### config.mk
export PLATFORM = sky130hd
export DESIGN_NAME = bresenham_line_pixel_generator
export DESIGN_NICKNAME = d
export VERILOG_FILES = /design/src/sv/blpg_pkg.sv /design/src/sv/blpg_setup.sv /design/src/sv/blpg_tracker.sv /design/src/sv/blpg_emit.sv /design/src/sv/bresenham_line_pixel_generator.sv
export SDC_FILE = /design/constraint.sdc
export NUM_CORES = 1
export LEC_CHECK = 0
export BUFFER_PORTS_ARGS = -buffer_cell sky130_fd_sc_hd__buf_2
export CORE_AREA = 2 2 400 243
export CTS_CLUSTER_SIZE = 24
export DETAILED_ROUTE_END_ITERATION = 16
export DIE_AREA = 0 0 402 245
export GPL_TIMING_DRIVEN = 0
export RECOVER_POWER = 100
export SLEW_MARGIN = 30
export SYNTH_ARGS = -nofsm -noshare
export SYNTH_HDL_FRONTEND = slang
export SYNTH_SLANG_ARGS = --single-unit
### constraint.sdc
create_clock -name clk -period 10.05 [get_ports clk]
set_input_delay 1.005 -clock clk [delete_from_list [all_inputs] [get_ports clk]]
set_output_delay 1.005 -clock clk [all_outputs]
set_load 0.02 [all_outputs]
### src/sv/blpg_pkg.sv
package blpg_pkg;

	// Field and register widths fixed by the interface
	localparam int COORD_BITS_DEF = 13;
	localparam int CFG_BITS       = 13;
	localparam int CFG_INDEX_BITS = 1;
	localparam int IDX_BITS       = 24;
	localparam int COLOUR_BITS    = 8;

	// Configuration register indexes and reset values
	localparam logic [CFG_INDEX_BITS-1:0] REG_IMAGE_WIDTH  = 1'b0;
	localparam logic [CFG_INDEX_BITS-1:0] REG_IMAGE_HEIGHT = 1'b1;
	localparam logic [CFG_BITS-1:0]       WIDTH_RESET      = 13'd1800;
	localparam logic [CFG_BITS-1:0]       HEIGHT_RESET     = 13'd1400;

	// Command codes
	localparam logic FUNC_START = 1'b0;
	localparam logic FUNC_STEP  = 1'b1;

	// Control from the input stage to the line tracker
	typedef struct packed {
		logic load;
		logic step;
	} trk_ctl_t;

endpackage

### src/sv/blpg_setup.sv
module blpg_setup #(
	parameter int COORD_BITS = blpg_pkg::COORD_BITS_DEF
) (
	input  logic signed [COORD_BITS-1:0] x_start,
	input  logic signed [COORD_BITS-1:0] y_start,
	input  logic signed [COORD_BITS-1:0] x_end,
	input  logic signed [COORD_BITS-1:0] y_end,
	output logic                         steep,
	output logic signed [COORD_BITS-1:0] major_start,
	output logic signed [COORD_BITS-1:0] major_stop,
	output logic signed [COORD_BITS-1:0] minor_start,
	output logic        [COORD_BITS:0]   major_delta,
	output logic        [COORD_BITS:0]   minor_delta,
	output logic signed [COORD_BITS+1:0] error_init,
	output logic                         step_negative
);
	import blpg_pkg::*;

	logic signed [COORD_BITS:0]   dx;
	logic signed [COORD_BITS:0]   dy;
	logic        [COORD_BITS:0]   adx;
	logic        [COORD_BITS:0]   ady;
	logic signed [COORD_BITS-1:0] a0;
	logic signed [COORD_BITS-1:0] a1;
	logic signed [COORD_BITS-1:0] b0;
	logic signed [COORD_BITS-1:0] b1;
	logic                         flip;
	logic signed [COORD_BITS-1:0] b0_o;
	logic signed [COORD_BITS-1:0] b1_o;
	logic        [COORD_BITS:0]   half;

	// Deltas and their magnitudes
	assign dx  = {x_end[COORD_BITS-1], x_end} - {x_start[COORD_BITS-1], x_start};
	assign dy  = {y_end[COORD_BITS-1], y_end} - {y_start[COORD_BITS-1], y_start};
	assign adx = dx[COORD_BITS] ? (COORD_BITS+1)'(-dx) : dx;
	assign ady = dy[COORD_BITS] ? (COORD_BITS+1)'(-dy) : dy;
	assign steep = ady > adx;

	// Swap axes for a steep line
	assign a0 = steep ? y_start : x_start;
	assign a1 = steep ? y_end   : x_end;
	assign b0 = steep ? x_start : y_start;
	assign b1 = steep ? x_end   : y_end;

	// Order endpoints along the major axis
	assign flip        = a0 > a1;
	assign major_start = flip ? a1 : a0;
	assign major_stop  = flip ? a0 : a1;
	assign b0_o        = flip ? b1 : b0;
	assign b1_o        = flip ? b0 : b1;
	assign minor_start = b0_o;

	// Magnitudes do not depend on the endpoint order
	assign major_delta   = steep ? ady : adx;
	assign minor_delta   = steep ? adx : ady;
	assign half          = major_delta >> 1;
	assign error_init    = -$signed({1'b0, half});
	assign step_negative = !(b0_o < b1_o);

endmodule

### src/sv/blpg_tracker.sv
module blpg_tracker #(
	parameter int COORD_BITS = blpg_pkg::COORD_BITS_DEF
) (
	input  logic                                clk,
	input  logic                                arst_n,
	input  blpg_pkg::trk_ctl_t                  ctl,
	input  logic signed [COORD_BITS-1:0]        x_start,
	input  logic signed [COORD_BITS-1:0]        y_start,
	input  logic signed [COORD_BITS-1:0]        x_end,
	input  logic signed [COORD_BITS-1:0]        y_end,
	input  logic [blpg_pkg::COLOUR_BITS-1:0]    red_in,
	input  logic [blpg_pkg::COLOUR_BITS-1:0]    green_in,
	input  logic [blpg_pkg::COLOUR_BITS-1:0]    blue_in,
	output logic                                line_active,
	output logic signed [COORD_BITS-1:0]        pix_x,
	output logic signed [COORD_BITS-1:0]        pix_y,
	output logic                                pix_last,
	output logic [blpg_pkg::COLOUR_BITS-1:0]    red_cur,
	output logic [blpg_pkg::COLOUR_BITS-1:0]    green_cur,
	output logic [blpg_pkg::COLOUR_BITS-1:0]    blue_cur
);
	import blpg_pkg::*;

	localparam int ERR_BITS = COORD_BITS + 2;

	logic                         su_steep;
	logic signed [COORD_BITS-1:0] su_maj;
	logic signed [COORD_BITS-1:0] su_end;
	logic signed [COORD_BITS-1:0] su_min;
	logic        [COORD_BITS:0]   su_mdel;
	logic        [COORD_BITS:0]   su_ndel;
	logic signed [ERR_BITS-1:0]   su_err;
	logic                         su_neg;

	logic                         active_q;
	logic                         steep_q;
	logic signed [COORD_BITS-1:0] maj_q;
	logic signed [COORD_BITS-1:0] end_q;
	logic signed [COORD_BITS-1:0] min_q;
	logic        [COORD_BITS:0]   mdel_q;
	logic        [COORD_BITS:0]   ndel_q;
	logic signed [ERR_BITS-1:0]   err_q;
	logic                         neg_q;
	logic [COLOUR_BITS-1:0]       red_q;
	logic [COLOUR_BITS-1:0]       green_q;
	logic [COLOUR_BITS-1:0]       blue_q;

	logic signed [ERR_BITS-1:0]   err_add;
	logic                         minor_move;

	blpg_setup #(
		.COORD_BITS(COORD_BITS)
	) u_setup (
		.x_start      (x_start),
		.y_start      (y_start),
		.x_end        (x_end),
		.y_end        (y_end),
		.steep        (su_steep),
		.major_start  (su_maj),
		.major_stop   (su_end),
		.minor_start  (su_min),
		.major_delta  (su_mdel),
		.minor_delta  (su_ndel),
		.error_init   (su_err),
		.step_negative(su_neg)
	);

	// Current pixel from the tracked position
	assign pix_x      = steep_q ? min_q : maj_q;
	assign pix_y      = steep_q ? maj_q : min_q;
	assign pix_last   = maj_q == end_q;
	assign err_add    = err_q + $signed({1'b0, ndel_q});
	assign minor_move = err_add > 0;

	// Track line activity
	always_ff @(posedge clk or negedge arst_n) begin
		if (!arst_n) begin
			active_q <= 1'b0;
		end else if (ctl.load) begin
			active_q <= 1'b1;
		end else if (ctl.step && pix_last) begin
			active_q <= 1'b0;
		end
	end

	// Load a new line or advance one pixel
	always_ff @(posedge clk or negedge arst_n) begin
		if (!arst_n) begin
			steep_q <= 1'b0;
			maj_q   <= '0;
			end_q   <= '0;
			min_q   <= '0;
			mdel_q  <= '0;
			ndel_q  <= '0;
			err_q   <= '0;
			neg_q   <= 1'b0;
			red_q   <= '0;
			green_q <= '0;
			blue_q  <= '0;
		end else if (ctl.load) begin
			steep_q <= su_steep;
			maj_q   <= su_maj;
			end_q   <= su_end;
			min_q   <= su_min;
			mdel_q  <= su_mdel;
			ndel_q  <= su_ndel;
			err_q   <= su_err;
			neg_q   <= su_neg;
			red_q   <= red_in;
			green_q <= green_in;
			blue_q  <= blue_in;
		end else if (ctl.step && !pix_last) begin
			maj_q <= maj_q + COORD_BITS'(1);
			if (minor_move) begin
				min_q <= neg_q ? min_q - COORD_BITS'(1) : min_q + COORD_BITS'(1);
				err_q <= err_add - $signed({1'b0, mdel_q});
			end else begin
				err_q <= err_add;
			end
		end
	end

	assign line_active = active_q;
	assign red_cur     = red_q;
	assign green_cur   = green_q;
	assign blue_cur    = blue_q;

endmodule

### src/sv/blpg_emit.sv
module blpg_emit #(
	parameter int COORD_BITS = blpg_pkg::COORD_BITS_DEF
) (
	input  logic                                clk,
	input  logic                                arst_n,
	input  logic                                step,
	input  logic [blpg_pkg::CFG_BITS-1:0]       image_width,
	input  logic [blpg_pkg::CFG_BITS-1:0]       image_height,
	input  logic signed [COORD_BITS-1:0]        pix_x,
	input  logic signed [COORD_BITS-1:0]        pix_y,
	input  logic                                pix_last,
	input  logic [blpg_pkg::COLOUR_BITS-1:0]    red_cur,
	input  logic [blpg_pkg::COLOUR_BITS-1:0]    green_cur,
	input  logic [blpg_pkg::COLOUR_BITS-1:0]    blue_cur,
	input  logic                                out_ready,
	output logic                                out_valid,
	output logic                                out_free,
	output logic signed [COORD_BITS-1:0]        pixel_x,
	output logic signed [COORD_BITS-1:0]        pixel_y,
	output logic [blpg_pkg::IDX_BITS-1:0]       pixel_index,
	output logic                                write_enable,
	output logic [blpg_pkg::COLOUR_BITS-1:0]    red_out,
	output logic [blpg_pkg::COLOUR_BITS-1:0]    green_out,
	output logic [blpg_pkg::COLOUR_BITS-1:0]    blue_out,
	output logic                                last_pixel
);
	import blpg_pkg::*;

	localparam int CMP_BITS  = (COORD_BITS > CFG_BITS) ? COORD_BITS : CFG_BITS;
	localparam int PROD_BITS = COORD_BITS + CFG_BITS;

	logic [COORD_BITS-1:0] px_u;
	logic [COORD_BITS-1:0] py_u;
	logic                  in_image;
	logic [PROD_BITS-1:0]  prod;
	logic [IDX_BITS-1:0]   idx;

	logic                         valid_q;
	logic signed [COORD_BITS-1:0] px_q;
	logic signed [COORD_BITS-1:0] py_q;
	logic [IDX_BITS-1:0]          idx_q;
	logic                         we_q;
	logic [COLOUR_BITS-1:0]       red_q;
	logic [COLOUR_BITS-1:0]       green_q;
	logic [COLOUR_BITS-1:0]       blue_q;
	logic                         last_q;

	// Clip against the image and form the linear index
	assign px_u     = pix_x;
	assign py_u     = pix_y;
	assign in_image = !pix_x[COORD_BITS-1] && !pix_y[COORD_BITS-1] &&
	                  (CMP_BITS'(px_u) < CMP_BITS'(image_width)) &&
	                  (CMP_BITS'(py_u) < CMP_BITS'(image_height));
	assign prod     = PROD_BITS'(py_u) * PROD_BITS'(image_width);
	assign idx      = in_image ? IDX_BITS'(prod) + IDX_BITS'(px_u) : '0;

	assign out_free = !valid_q || out_ready;

	// Hold the result until the transaction completes
	always_ff @(posedge clk or negedge arst_n) begin
		if (!arst_n) begin
			valid_q <= 1'b0;
		end else if (step) begin
			valid_q <= 1'b1;
		end else if (out_ready) begin
			valid_q <= 1'b0;
		end
	end

	always_ff @(posedge clk) begin
		if (step) begin
			px_q    <= pix_x;
			py_q    <= pix_y;
			idx_q   <= idx;
			we_q    <= in_image;
			red_q   <= red_cur;
			green_q <= green_cur;
			blue_q  <= blue_cur;
			last_q  <= pix_last;
		end
	end

	assign out_valid    = valid_q;
	assign pixel_x      = px_q;
	assign pixel_y      = py_q;
	assign pixel_index  = idx_q;
	assign write_enable = we_q;
	assign red_out      = red_q;
	assign green_out    = green_q;
	assign blue_out     = blue_q;
	assign last_pixel   = last_q;

endmodule

### src/sv/bresenham_line_pixel_generator.sv
// Bresenham line pixel generator.
// Input channel (in_valid/in_ready): func = start carries two endpoints and a
// colour and sets up a new line, dropping any line still in progress; it gives
// no result. func = step asks for the next pixel of the active line and gives
// one result; a step with no active line is consumed and gives nothing.
// Output channel (out_valid/out_ready): pixel position, linear index
// y*image_width+x (zero when clipped), write_enable for pixels inside the
// image, the line colour, and last_pixel on the endpoint with the larger major-axis coordinate.
// Configuration: cfg_write/cfg_index/cfg_data write image_width or
// image_height; write them only while no transaction is in flight.
// A step transaction passes through the input register, then the result
// register. Throughput is one item per cycle while the receiver does not
// stall; the per-pixel error update and the y*width multiply each fit in
// the single stage between the two registers.
// Reset clears the line state and both valid flags; width and height return
// to 1800 and 1400. When the receiver stalls, the result register holds and
// the input register fills, so in_ready drops after one more pixel step.
module bresenham_line_pixel_generator #(
	parameter int COORD_BITS = blpg_pkg::COORD_BITS_DEF
) (
	input  logic                                      clk,
	input  logic                                      arst_n,
	input  logic                                      cfg_write,
	input  logic [blpg_pkg::CFG_INDEX_BITS-1:0]       cfg_index,
	input  logic [blpg_pkg::CFG_BITS-1:0]             cfg_data,
	input  logic                                      in_valid,
	output logic                                      in_ready,
	input  logic                                      func,
	input  logic signed [COORD_BITS-1:0]              x_start,
	input  logic signed [COORD_BITS-1:0]              y_start,
	input  logic signed [COORD_BITS-1:0]              x_end,
	input  logic signed [COORD_BITS-1:0]              y_end,
	input  logic [blpg_pkg::COLOUR_BITS-1:0]          red_in,
	input  logic [blpg_pkg::COLOUR_BITS-1:0]          green_in,
	input  logic [blpg_pkg::COLOUR_BITS-1:0]          blue_in,
	output logic                                      out_valid,
	input  logic                                      out_ready,
	output logic signed [COORD_BITS-1:0]              pixel_x,
	output logic signed [COORD_BITS-1:0]              pixel_y,
	output logic [blpg_pkg::IDX_BITS-1:0]             pixel_index,
	output logic                                      write_enable,
	output logic [blpg_pkg::COLOUR_BITS-1:0]          red_out,
	output logic [blpg_pkg::COLOUR_BITS-1:0]          green_out,
	output logic [blpg_pkg::COLOUR_BITS-1:0]          blue_out,
	output logic                                      last_pixel
);
	import blpg_pkg::*;

	logic [CFG_BITS-1:0] width_q;
	logic [CFG_BITS-1:0] height_q;

	logic                         valid_s1;
	logic                         func_s1;
	logic signed [COORD_BITS-1:0] x0_s1;
	logic signed [COORD_BITS-1:0] y0_s1;
	logic signed [COORD_BITS-1:0] x1_s1;
	logic signed [COORD_BITS-1:0] y1_s1;
	logic [COLOUR_BITS-1:0]       red_s1;
	logic [COLOUR_BITS-1:0]       green_s1;
	logic [COLOUR_BITS-1:0]       blue_s1;

	trk_ctl_t                     trk_ctl;
	logic                         advance;
	logic                         line_active;
	logic                         out_free;
	logic signed [COORD_BITS-1:0] pix_x;
	logic signed [COORD_BITS-1:0] pix_y;
	logic                         pix_last;
	logic [COLOUR_BITS-1:0]       red_cur;
	logic [COLOUR_BITS-1:0]       green_cur;
	logic [COLOUR_BITS-1:0]       blue_cur;

	// Configuration registers
	always_ff @(posedge clk or negedge arst_n) begin
		if (!arst_n) begin
			width_q  <= WIDTH_RESET;
			height_q <= HEIGHT_RESET;
		end else if (cfg_write) begin
			unique case (cfg_index)
				REG_IMAGE_WIDTH:  width_q  <= cfg_data;
				REG_IMAGE_HEIGHT: height_q <= cfg_data;
				default: ;
			endcase
		end
	end

	// Drain the input register unless a pixel must wait for the result register
	assign advance = valid_s1 && (func_s1 == FUNC_START || !line_active || out_free);
	assign in_ready = !valid_s1 || advance;
	assign trk_ctl.load = advance && func_s1 == FUNC_START;
	assign trk_ctl.step = advance && func_s1 == FUNC_STEP && line_active;

	// Input register
	always_ff @(posedge clk or negedge arst_n) begin
		if (!arst_n) begin
			valid_s1 <= 1'b0;
		end else if (in_ready) begin
			valid_s1 <= in_valid;
		end
	end

	always_ff @(posedge clk) begin
		if (in_valid && in_ready) begin
			func_s1  <= func;
			x0_s1    <= x_start;
			y0_s1    <= y_start;
			x1_s1    <= x_end;
			y1_s1    <= y_end;
			red_s1   <= red_in;
			green_s1 <= green_in;
			blue_s1  <= blue_in;
		end
	end

	blpg_tracker #(
		.COORD_BITS(COORD_BITS)
	) u_tracker (
		.clk        (clk),
		.arst_n     (arst_n),
		.ctl        (trk_ctl),
		.x_start    (x0_s1),
		.y_start    (y0_s1),
		.x_end      (x1_s1),
		.y_end      (y1_s1),
		.red_in     (red_s1),
		.green_in   (green_s1),
		.blue_in    (blue_s1),
		.line_active(line_active),
		.pix_x      (pix_x),
		.pix_y      (pix_y),
		.pix_last   (pix_last),
		.red_cur    (red_cur),
		.green_cur  (green_cur),
		.blue_cur   (blue_cur)
	);

	blpg_emit #(
		.COORD_BITS(COORD_BITS)
	) u_emit (
		.clk         (clk),
		.arst_n      (arst_n),
		.step        (trk_ctl.step),
		.image_width (width_q),
		.image_height(height_q),
		.pix_x       (pix_x),
		.pix_y       (pix_y),
		.pix_last    (pix_last),
		.red_cur     (red_cur),
		.green_cur   (green_cur),
		.blue_cur    (blue_cur),
		.out_ready   (out_ready),
		.out_valid   (out_valid),
		.out_free    (out_free),
		.pixel_x     (pixel_x),
		.pixel_y     (pixel_y),
		.pixel_index (pixel_index),
		.write_enable(write_enable),
		.red_out     (red_out),
		.green_out   (green_out),
		.blue_out    (blue_out),
		.last_pixel  (last_pixel)
	);

	// A pixel step always lands in the result register
	a_step_emits: assert property (@(posedge clk) disable iff (!arst_n)
		trk_ctl.step |=> out_valid)
		else $error("pixel step did not produce a result");

	// The pixel at the far end of the major-axis walk closes the line
	a_last_ends_line: assert property (@(posedge clk) disable iff (!arst_n)
		trk_ctl.step && pix_last |=> !line_active)
		else $error("line still active after its last pixel");

	// An enabled write never has a negative coordinate
	a_write_in_image: assert property (@(posedge clk) disable iff (!arst_n)
		out_valid && write_enable |-> !pixel_x[COORD_BITS-1] && !pixel_y[COORD_BITS-1])
		else $error("write enabled for a pixel outside the image");

endmodule

* After elaboration in Yosys (flattened, before gate mapping)
Index checks and enable logic that the tools add are counted.
** Operators by class
- Add/subtract/negate cells :: 11
- Multiply operators :: 1
- Divide/modulo/power cells :: 0
- Magnitude comparators :: 6
- Eq/ne operators :: 1
- Shift-type cells :: 0
- Muxes and demuxes :: 27
- Bitwise operators :: 2
- Reductions and logical operators :: 28
** Operators by type and width (count)
- 2-to-1 mux 13 bit :: 16
- 2-to-1 mux 14 bit :: 4
- 2-to-1 mux 15 bit :: 3
- < comparator 13 bit :: 3
- negator 14 bit :: 2
- subtractor 13 x 13 -> 14 bit :: 2
- adder 13 x 2 -> 13 bit (second input constant) :: 2
- adder 24 x 13 -> 24 bit :: 1
- multiplier 13 x 13 -> 24 bit :: 1
- adder 15 bit :: 1
- greater-than comparator 15 x 1 -> 1 bit (second input constant) :: 1
- negator 13 -> 15 bit :: 1
- subtractor 15 bit :: 1
- greater-than comparator 14 bit :: 1
- == test 13 bit :: 1
- greater-than comparator 13 bit :: 1
- subtractor 13 x 2 -> 13 bit (second input constant) :: 1
- logical AND 1 bit :: 10
- nonzero test 2 bit :: 4
- logical NOT 1 bit :: 7
- AND reduction 2 bit :: 3
- logical OR 1 bit :: 4
- 2-to-1 mux 1 bit :: 4
- inverter 1 bit :: 2
** Word-level totals
- Register bits after elaboration :: 290
- Latch bits :: 0
- RAM bits :: 0
- Memory bits (read-only) :: 0
- Input port bits :: 96
- Output and inout port bits :: 78
- Word-level logic and storage cells :: 108
- Memories kept :: 0

* Logic depth before layout (Yosys ltp)
Gate-level depths: netlist of the first run.
- Word-level depth :: 9
- Gate-level depth with buffers :: 51
- Depth with buffers taken out :: 45

* Hierarchy
A second synthesis of the first run with hierarchy kept.
** Unflattened totals
- Cells, all modules :: 2455
- Area, all modules :: 24511.0 sq um
** By module, submodules not included
- blpg_emit :: instances 1, cells an instance 861, area an instance 8908.5 sq um, seq. area each 2307.2 sq um
- blpg_tracker :: instances 1, cells an instance 707, area an instance 7069.3 sq um, seq. area each 2727.6 sq um
- blpg_setup :: instances 1, cells an instance 748, area an instance 5121.2 sq um, seq. area each 0.0 sq um
- bresenham_line_pixel_generator :: instances 1, cells an instance 139, area an instance 3412.0 sq um, seq. area each 3000.4 sq um

* Least setup slack after synthesis of the first run
No wires, ideal clock.
- Path type :: flip-flop to flip-flop
- Start point :: register x1_s1[4]
- End point :: register u_tracker.neg_q
- Setup time :: 0.132 ns
- Data arrival time :: 8.645 ns
- Required time :: 9.918 ns
- Path slack :: 1.273 ns
- Cell stages (with the launch flop) :: 49
- Path buffers :: 6
- Period minus slack after synthesis :: 8.777 ns
- Cell sequence :: edfxtp_1 ha_1 a21o_1 or3_1 buf_2 o211a_1 o31ai_1 a31oi_1 a31oi_1 xnor2_1 inv_1 ha_1 nand4_1 o211ai_1 a21oi_1 o21ai_0 nand3_1 a31oi_1 (+13 left out) a41o_1 a31o_2 clkbuf_1 clkbuf_1 clkbuf_1 mux2i_1 nand2_1 o21ai_0 ha_1 a21o_1 a21o_1 a21oi_1 nor2b_1 o21ai_0 nand2b_1 a21oi_1 and4_1 o22ai_1
** On the way
- Longest elaborated chain between the ends :: 9
- Elaborated cells between the ends (all ways) :: 13
- Classes of those cells :: 2 x add/sub; 3 x order compare; 7 x mux; 1 x reduce/logical
** Ends and longest elaborated chain
- from (decl) :: RTL line bresenham_line_pixel_generator.sv:56 : logic signed [COORD_BITS-1:0] x1_s1;
- from (signal assigned) :: RTL line bresenham_line_pixel_generator.sv:107 : x1_s1 <= x_end;
- subtractor 13 x 13 -> 14 bit :: RTL line blpg_setup.sv:33 : assign dx = {x_end[COORD_BITS-1], x_end} - {x_start[COORD_BITS-1], x_start};
- negator 14 bit :: RTL line blpg_setup.sv:35 : assign adx = dx[COORD_BITS] ? (COORD_BITS+1)'(-dx) : dx;
- 2-to-1 mux 14 bit :: RTL line blpg_setup.sv:35
- greater-than comparator 14 bit :: RTL line blpg_setup.sv:37 : assign steep = ady > adx;
- 2-to-1 mux 13 bit, on equally long branches :: RTL line blpg_setup.sv:40, blpg_setup.sv:41
- greater-than comparator 13 bit :: RTL line blpg_setup.sv:46 : assign flip = a0 > a1;
- 2-to-1 mux 13 bit, on equally long branches :: RTL line blpg_setup.sv:49, blpg_setup.sv:50
- < comparator 13 bit (*) :: RTL line blpg_setup.sv:58 : assign step_negative = !(b0_o < b1_o);
- logical NOT 1 bit (*) :: RTL line blpg_setup.sv:58
- to (signal assigned) :: RTL line blpg_tracker.sv:108 : neg_q <= su_neg;
- to (decl) :: RTL line blpg_tracker.sv:43 : logic neg_q;
Mark *: on every way between the ends. The rest lies on a longest branch, timed or not.
A chain may end at the register's enable or synchronous reset.

* Worst setup path after layout of the first run
- Start point :: register x0_s1[4]
- End point :: register u_tracker.neg_q
** On the way
- Longest elaborated chain between the ends :: 9
- Elaborated cells between the ends (all ways) :: 13
- Classes of those cells :: 2 x add/sub; 3 x order compare; 7 x mux; 1 x reduce/logical
** Ends and longest elaborated chain
- from (decl) :: RTL line bresenham_line_pixel_generator.sv:54 : logic signed [COORD_BITS-1:0] x0_s1;
- from (signal assigned) :: RTL line bresenham_line_pixel_generator.sv:105 : x0_s1 <= x_start;
- subtractor 13 x 13 -> 14 bit :: RTL line blpg_setup.sv:33
- negator 14 bit :: RTL line blpg_setup.sv:35
- 2-to-1 mux 14 bit :: RTL line blpg_setup.sv:35
- greater-than comparator 14 bit :: RTL line blpg_setup.sv:37
- 2-to-1 mux 13 bit, on equally long branches :: RTL line blpg_setup.sv:40, blpg_setup.sv:41
- greater-than comparator 13 bit :: RTL line blpg_setup.sv:46
- 2-to-1 mux 13 bit, on equally long branches :: RTL line blpg_setup.sv:49, blpg_setup.sv:50
- < comparator 13 bit (*) :: RTL line blpg_setup.sv:58
- logical NOT 1 bit (*) :: RTL line blpg_setup.sv:58
Marks and branches as above.

==> impl_metrics.yaml, run 1 <==
worst_hold_path:
  worstHoldPathType: "flip-flop to flip-flop"
global_route:
  grt_antenna_before_repair: 7
  grt_remaining_overflow: 0
  grt_pass1_wl_mm: 115
  grt_max_degree: 77
  grt.total_usage: 0.155
  grt_pass1_vias: 17800
timing:
  worst_pin_slew_ns: 4.37
  setup_viol: 0
  timing.final.crit_share: 0.960
  rsz0062_at_grt: "false"
  setup_ws_ns: 0.405
  setup_tns_ns: 0
  slew_headroom: -1.92
  fmax_mhz: 104
  fin_worst_skew_ns: 0.0312
  hold_violations: 0
  period_needed_ns: 9.65
  slew_violations: 145
drt:
  drt-total-wl_mm: 77.9
  met1Wirelength_mm: 39.2
  dr_wl_met3_mm: 7.98
  first_iter_violations: 1930
  ant_nets: 0
  viasPerCell: 4.77
  top_layer: "met5"
  drt-wirelength-per-cell_microns: 19.6
  drt_pass1_iterations: 6
  drc_errors: 0
  wl_met2_mm: 29.6
  vias: 18900
worst_setup_path:
  crit_required_ns: 10.49
  endpoint_kind: "flip-flop"
  crit_type: "flip-flop to flip-flop"
  r2r-start: "x0_s1[4]"
  r2r_cells: 47
  cp_slowest_cell: "edfxtp_1"
  cp.arrival_ns: 10.09
  cp-endpoint: "u_tracker.neg_q"
  r2r_slack_ns: 0.40
  path_max_fanout: 10
  rr_endpoint: "u_tracker.neg_q"
  crit_start: "x0_s1[4]"
  start_kind: "flip-flop"
  cp_slowest_stage_delay_ns: 0.45
die:
  io_pins: 174
  die_y_microns: 245
  die_x_microns: 402
  rows: 88
  start_util: 0.247
  die_area_sq_mm: 0.0985
  core_area_sq_mm: 0.0951
logic_synthesis:
  async_flop_share: 0.472
  yosys_most_used_dff: "edfxtp_1"
  ys_ff_latch: 290
  syn-cell-area_sq_mm: 0.0235
  synth_fp_nets: 2894
  syn_avg_cell_area_sq_um: 9.58
  yosysUniqueCellTypes: 73
  yosys-top-cells-area: "edfxtp_1, dfrtp_1, fa_1"
  synth_edf_count: 153
  synthCells: 2455
  synth_top_area_frac: 0.195
  seq_area_frac_synth: 0.342
  synth_area_leader_cell: "edfxtp_1"
  yosysWarnings: 0
layout:
  antenna_cells: 0
  nFillCells: 10100
  nets: 3127
  syn_to_final_growth_pct: 16.8
  layout-drive-gt1-share: 0.101
clock_tree:
  clk_latency_ns: 0.58
  cts_inserted_buffers: 35
  cts.path.max_buffers: 3
  clk_pin_slew_worst_paths_ns: 0.07
  cts_tree: "done"
  cts-root-buf: "clkbuf_16"
  h-tree-depth: 2
  cts.sinks: 290
run_status:
  status: "finished with violations"
  violations: "capacitance limit, slew limit"
place:
  place_ws_ns: -1.39
  gp_congestion: 0.949
  dp_hpwl_mm: 62.8
  portBuffers: 173
job:
  maxCapViolations: 3
## synthesized netlist by cell type (24+ instances only)
cell,n
nor2_1,145
nand2_1,327
nand3_1,29
inv_1,263
mux2i_1,92
a21oi_1,119
mux2_2,52
ha_1,209
o21a_1,30
edfxtp_1,153
clkbuf_1,84
nor3_1,55
xor2_1,50
and2_1,60
dfrtp_1,127
o21ai_0,154
xnor2_1,75
a211oi_1,24
a21o_1,26
fa_1,134
## critical path, delay by kind of cell, from the launching register on
family          cells  cell delay (ns)
fa+ha+maj           4             1.10
simple gates        8             1.06
flops               1             0.45
compound gates     25             4.80
mux                 2             0.59
buf+inv             8             1.47
## layout make-up
class                      instances  area, sq um  area share
clock inverter                    22          236     0.00861
timing repair buffer             199          916      0.0333
inverter                         264          991      0.0361
tap                             1260         1580      0.0574
clock buffer                      42          902      0.0328
buffer                            99          430      0.0157
sequential                       290         8040       0.292
multi-input combinational       1799        14400       0.524
## state kept, by name (all words and copies together), names as in the netlist, 13 cells and up
register,cells
u_emit.pixel_index,24
x0_s1,13
u_tracker.min_q,13
u_emit.pixel_y,13
u_tracker.end_q,13
width_q,13
u_tracker.mdel_q,14
u_tracker.maj_q,13
y1_s1,13
u_emit.pixel_x,13
height_q,13
x1_s1,13
u_tracker.ndel_q,14
u_tracker.err_q,15
y0_s1,13
## metal layers
layer,vias up,track usage
met1,9227,0.247
met2,781,0.206
met5,-,0
met3,59,0.0402
met4,2,0.0296
li1,8874,-
## how the worst min path moves through the flow
stage / cells after the start / to / from
floorplan: 2 / u_tracker.blue_cur[0] / blue_s1[0]
global placement: 2 / u_tracker.blue_cur[4] / blue_s1[4]
detailed placement: 2 / u_tracker.blue_cur[7] / blue_s1[7]
CTS: 1 / u_tracker.blue_cur[4] / arst_n
global route: 2 / u_tracker.red_cur[4] / red_s1[4]
finish: 2 / u_tracker.blue_cur[4] / blue_s1[4]
## stage by stage
step,cells,utilization,hold WS (ns),cell area (sq um)
after CTS,3968,0.291,0.365,27600
after global routing,3975,0.289,0.445,27500
final,3975,0.289,0.430,27500
after global placement,3888,0.273,0.417,26000
after floorplan,2455,-,0.415,23500
after detailed placement,3901,0.277,0.421,26300
## cells by family after synthesis
logic type,Yosys count,share of synthesized area
and+or+nand+nor,722,0.140
AOI/OAI and AO/OA,462,0.122
buffers and inverters,366,0.0594
adders and majority gates,343,0.225
DFF,290,0.342
muxes,147,0.0658
xor gates and xnor gates,125,0.0465
## cells in the final DEF (no fill, tap or decap), types with 12 or more instances in the layout
master,netlist,layout
clkbuf_1,84,183
o21a_1,30,30
or3_1,12,12
nand3_1,29,29
mux2_2,52,31
clkbuf_16,0,35
nand2b_1,15,15
nor2b_1,16,16
nand2_1,327,327
fa_1,134,134
xnor2_1,75,71
nor2_1,145,144
a21oi_1,119,115
dfrtp_1,127,127
mux2_1,1,23
xor2_1,50,47
buf_2,10,89
inv_1,263,263
a211oi_1,24,21
edfxtp_1,153,153
a21o_1,26,25
nor3_1,55,54
o21ai_0,154,150
buf_4,3,22
and2_1,60,56
mux2i_1,92,89
o211ai_1,15,15
ha_1,209,208
## what timing repair did
item,4_1_cts,5_1_grt
gates resized for setup,36,33
pin swaps,3,6
hold buffers,0,0
hold endpoints to repair,0,0
setup endpoints to repair,1,1
setup buffers,3,10
Power of run 1 is not shown: default switching activity piles up to over one toggle a cycle in this logic, so the estimate is an artifact.
==> run 2: changes to the inputs <==
Clock period 10.05 ns to 8.7 ns, I/O delays scaled along.
==> impl_metrics.yaml, run 2 (synthesis gave the netlist of run 1 again) <==
worst_hold_path:
  worstHoldPathType: "input pin to asynchronous set/reset pin"
die:
  core_area_sq_mm: 0.0951
  die_x_microns: 402
  rows: 88
  io_pins: 174
  die_area_sq_mm: 0.0985
  start_util: 0.247
  die_y_microns: 245
clock_tree:
  clk_latency_ns: 0.58
  h-tree-depth: 2
  cts_tree: "done"
  cts-root-buf: "clkbuf_16"
  cts_inserted_buffers: 37
  cts.path.max_buffers: 3
  clk_pin_slew_worst_paths_ns: 0.07
  cts.sinks: 290
  ctsHoldBuffers: 0
worst_setup_path:
  cp_slowest_cell: "o41a_1"
  crit_required_ns: 9.14
  crit_type: "flip-flop to flip-flop"
  endpoint_kind: "flip-flop"
  cp_slowest_stage_delay_ns: 0.53
  start_kind: "flip-flop"
  path_max_fanout: 10
  cp.arrival_ns: 9.26
layout:
  final_common_cell: "nand2_1"
  layout-drive-gt1-share: 0.160
  largest_reg_flops: 24
  final_cells: 4077
  syn_to_final_growth_pct: 22.7
  final_cell_mix: "nand2_1, inv_1, ha_1"
  nets: 3225
global_route:
  grt.total_usage: 0.158
  grt_pass1_vias: 18600
  grt_remaining_overflow: 0
  grt_pass1_wl_mm: 117
  grt_antenna_before_repair: 6
  grt_max_degree: 68
drt:
  first_iter_violations: 1727
  viasPerCell: 4.80
  vias: 19600
  drt-total-wl_mm: 79.1
  ant_nets: 0
  drt-wirelength-per-cell_microns: 19.4
  drc_errors: 0
  drt_pass1_iterations: 5
timing:
  setup_viol: 1
  timing.final.crit_share: 1.01
  slew_violations: 140
  period_needed_ns: 8.82
  fin_worst_skew_ns: 0.0294
  rsz0062_at_grt: "true"
  setup_ws_ns: -0.116
  worst_pin_slew_ns: 4.11
  slew_headroom: -1.74
  hold_violations: 0
  fmax_mhz: 113
  worst_hold_slack_ns: 0.172
run_status:
  violations: "capacitance limit, slew limit, setup timing"
  status: "finished with violations"
place:
  dp.cells: 3902
  portBuffers: 173
  gp_congestion: 0.962
  dp_hpwl_mm: 61.9
job:
  maxCapViolations: 3
run 2: layer usage:
metal / global-route usage / vias up / wire length (microns)
li1: - / 9069 / -
met5: 0 / - / 17
met2: 0.214 / 818 / 30800
met4: 0.0318 / 4 / 1610
met1: 0.238 / 9594 / 37500
met3: 0.0553 / 84 / 9190
run 2: worst paths after layout:
kind	from	end	slack, ns	cells past startpoint
max	y0_s1[9]	u_tracker.neg_q	-0.12	48
max in group asynchronous	arst_n	u_tracker.green_cur[1]	1.35	3
min	arst_n	u_tracker.blue_cur[3]	0.17	1
min in group clk	blue_s1[3]	u_tracker.blue_cur[3]	0.43	2
max reg2reg	y0_s1[9]	u_tracker.neg_q	-0.12	48
min reg2reg	blue_s1[3]	u_tracker.blue_cur[3]	0.43	2
run 2: cell type report:
type / instances / area [sq um]
clock inverter: 18 / 174
timing repair buffer: 300 / 1690
sequential: 290 / 8040
buffer: 94 / 531
multi-input combinational: 1799 / 14800
inverter: 264 / 991
fill: 9938 / 66300
clock buffer: 50 / 1020
antenna: 2 / 5.00
tap: 1260 / 1580
run 2: timing repair:
| action | in CTS | in global routing |
|---|---|---|
| gates cloned | 0 | 0 |
| pin swaps | 31 | 33 |
| resized for setup | 114 | 68 |
| setup endpoints to repair | 42 | 11 |
| buffers inserted | 87 | 33 |
run 2: critical path, delay by kind of cell (launching register included):
family | cells | cell delay [ns]
compound gates | 27 | 4.61
xor+xnor | 1 | 0.28
fa+ha+maj | 4 | 1.06
buf+inv | 7 | 1.10
flops | 1 | 0.52
mux | 1 | 0.27
simple gates | 8 | 0.82
run 2: per-stage QoR:
stage / utilization / setup WS [ns] / area (sq um) / setup TNS (ns)
floorplan: - / 0.0157 / 23500 / 0
detailed placement: 0.277 / -2.45 / 26300 / -38.39
global placement: 0.273 / -2.32 / 26000 / -38.67
CTS: 0.302 / -0.0192 / 28700 / -0.0192
finish: 0.303 / -0.116 / 28900 / -0.116
global route: 0.303 / -0.425 / 28900 / -1.67
Power of run 2 is left out for the same reason.
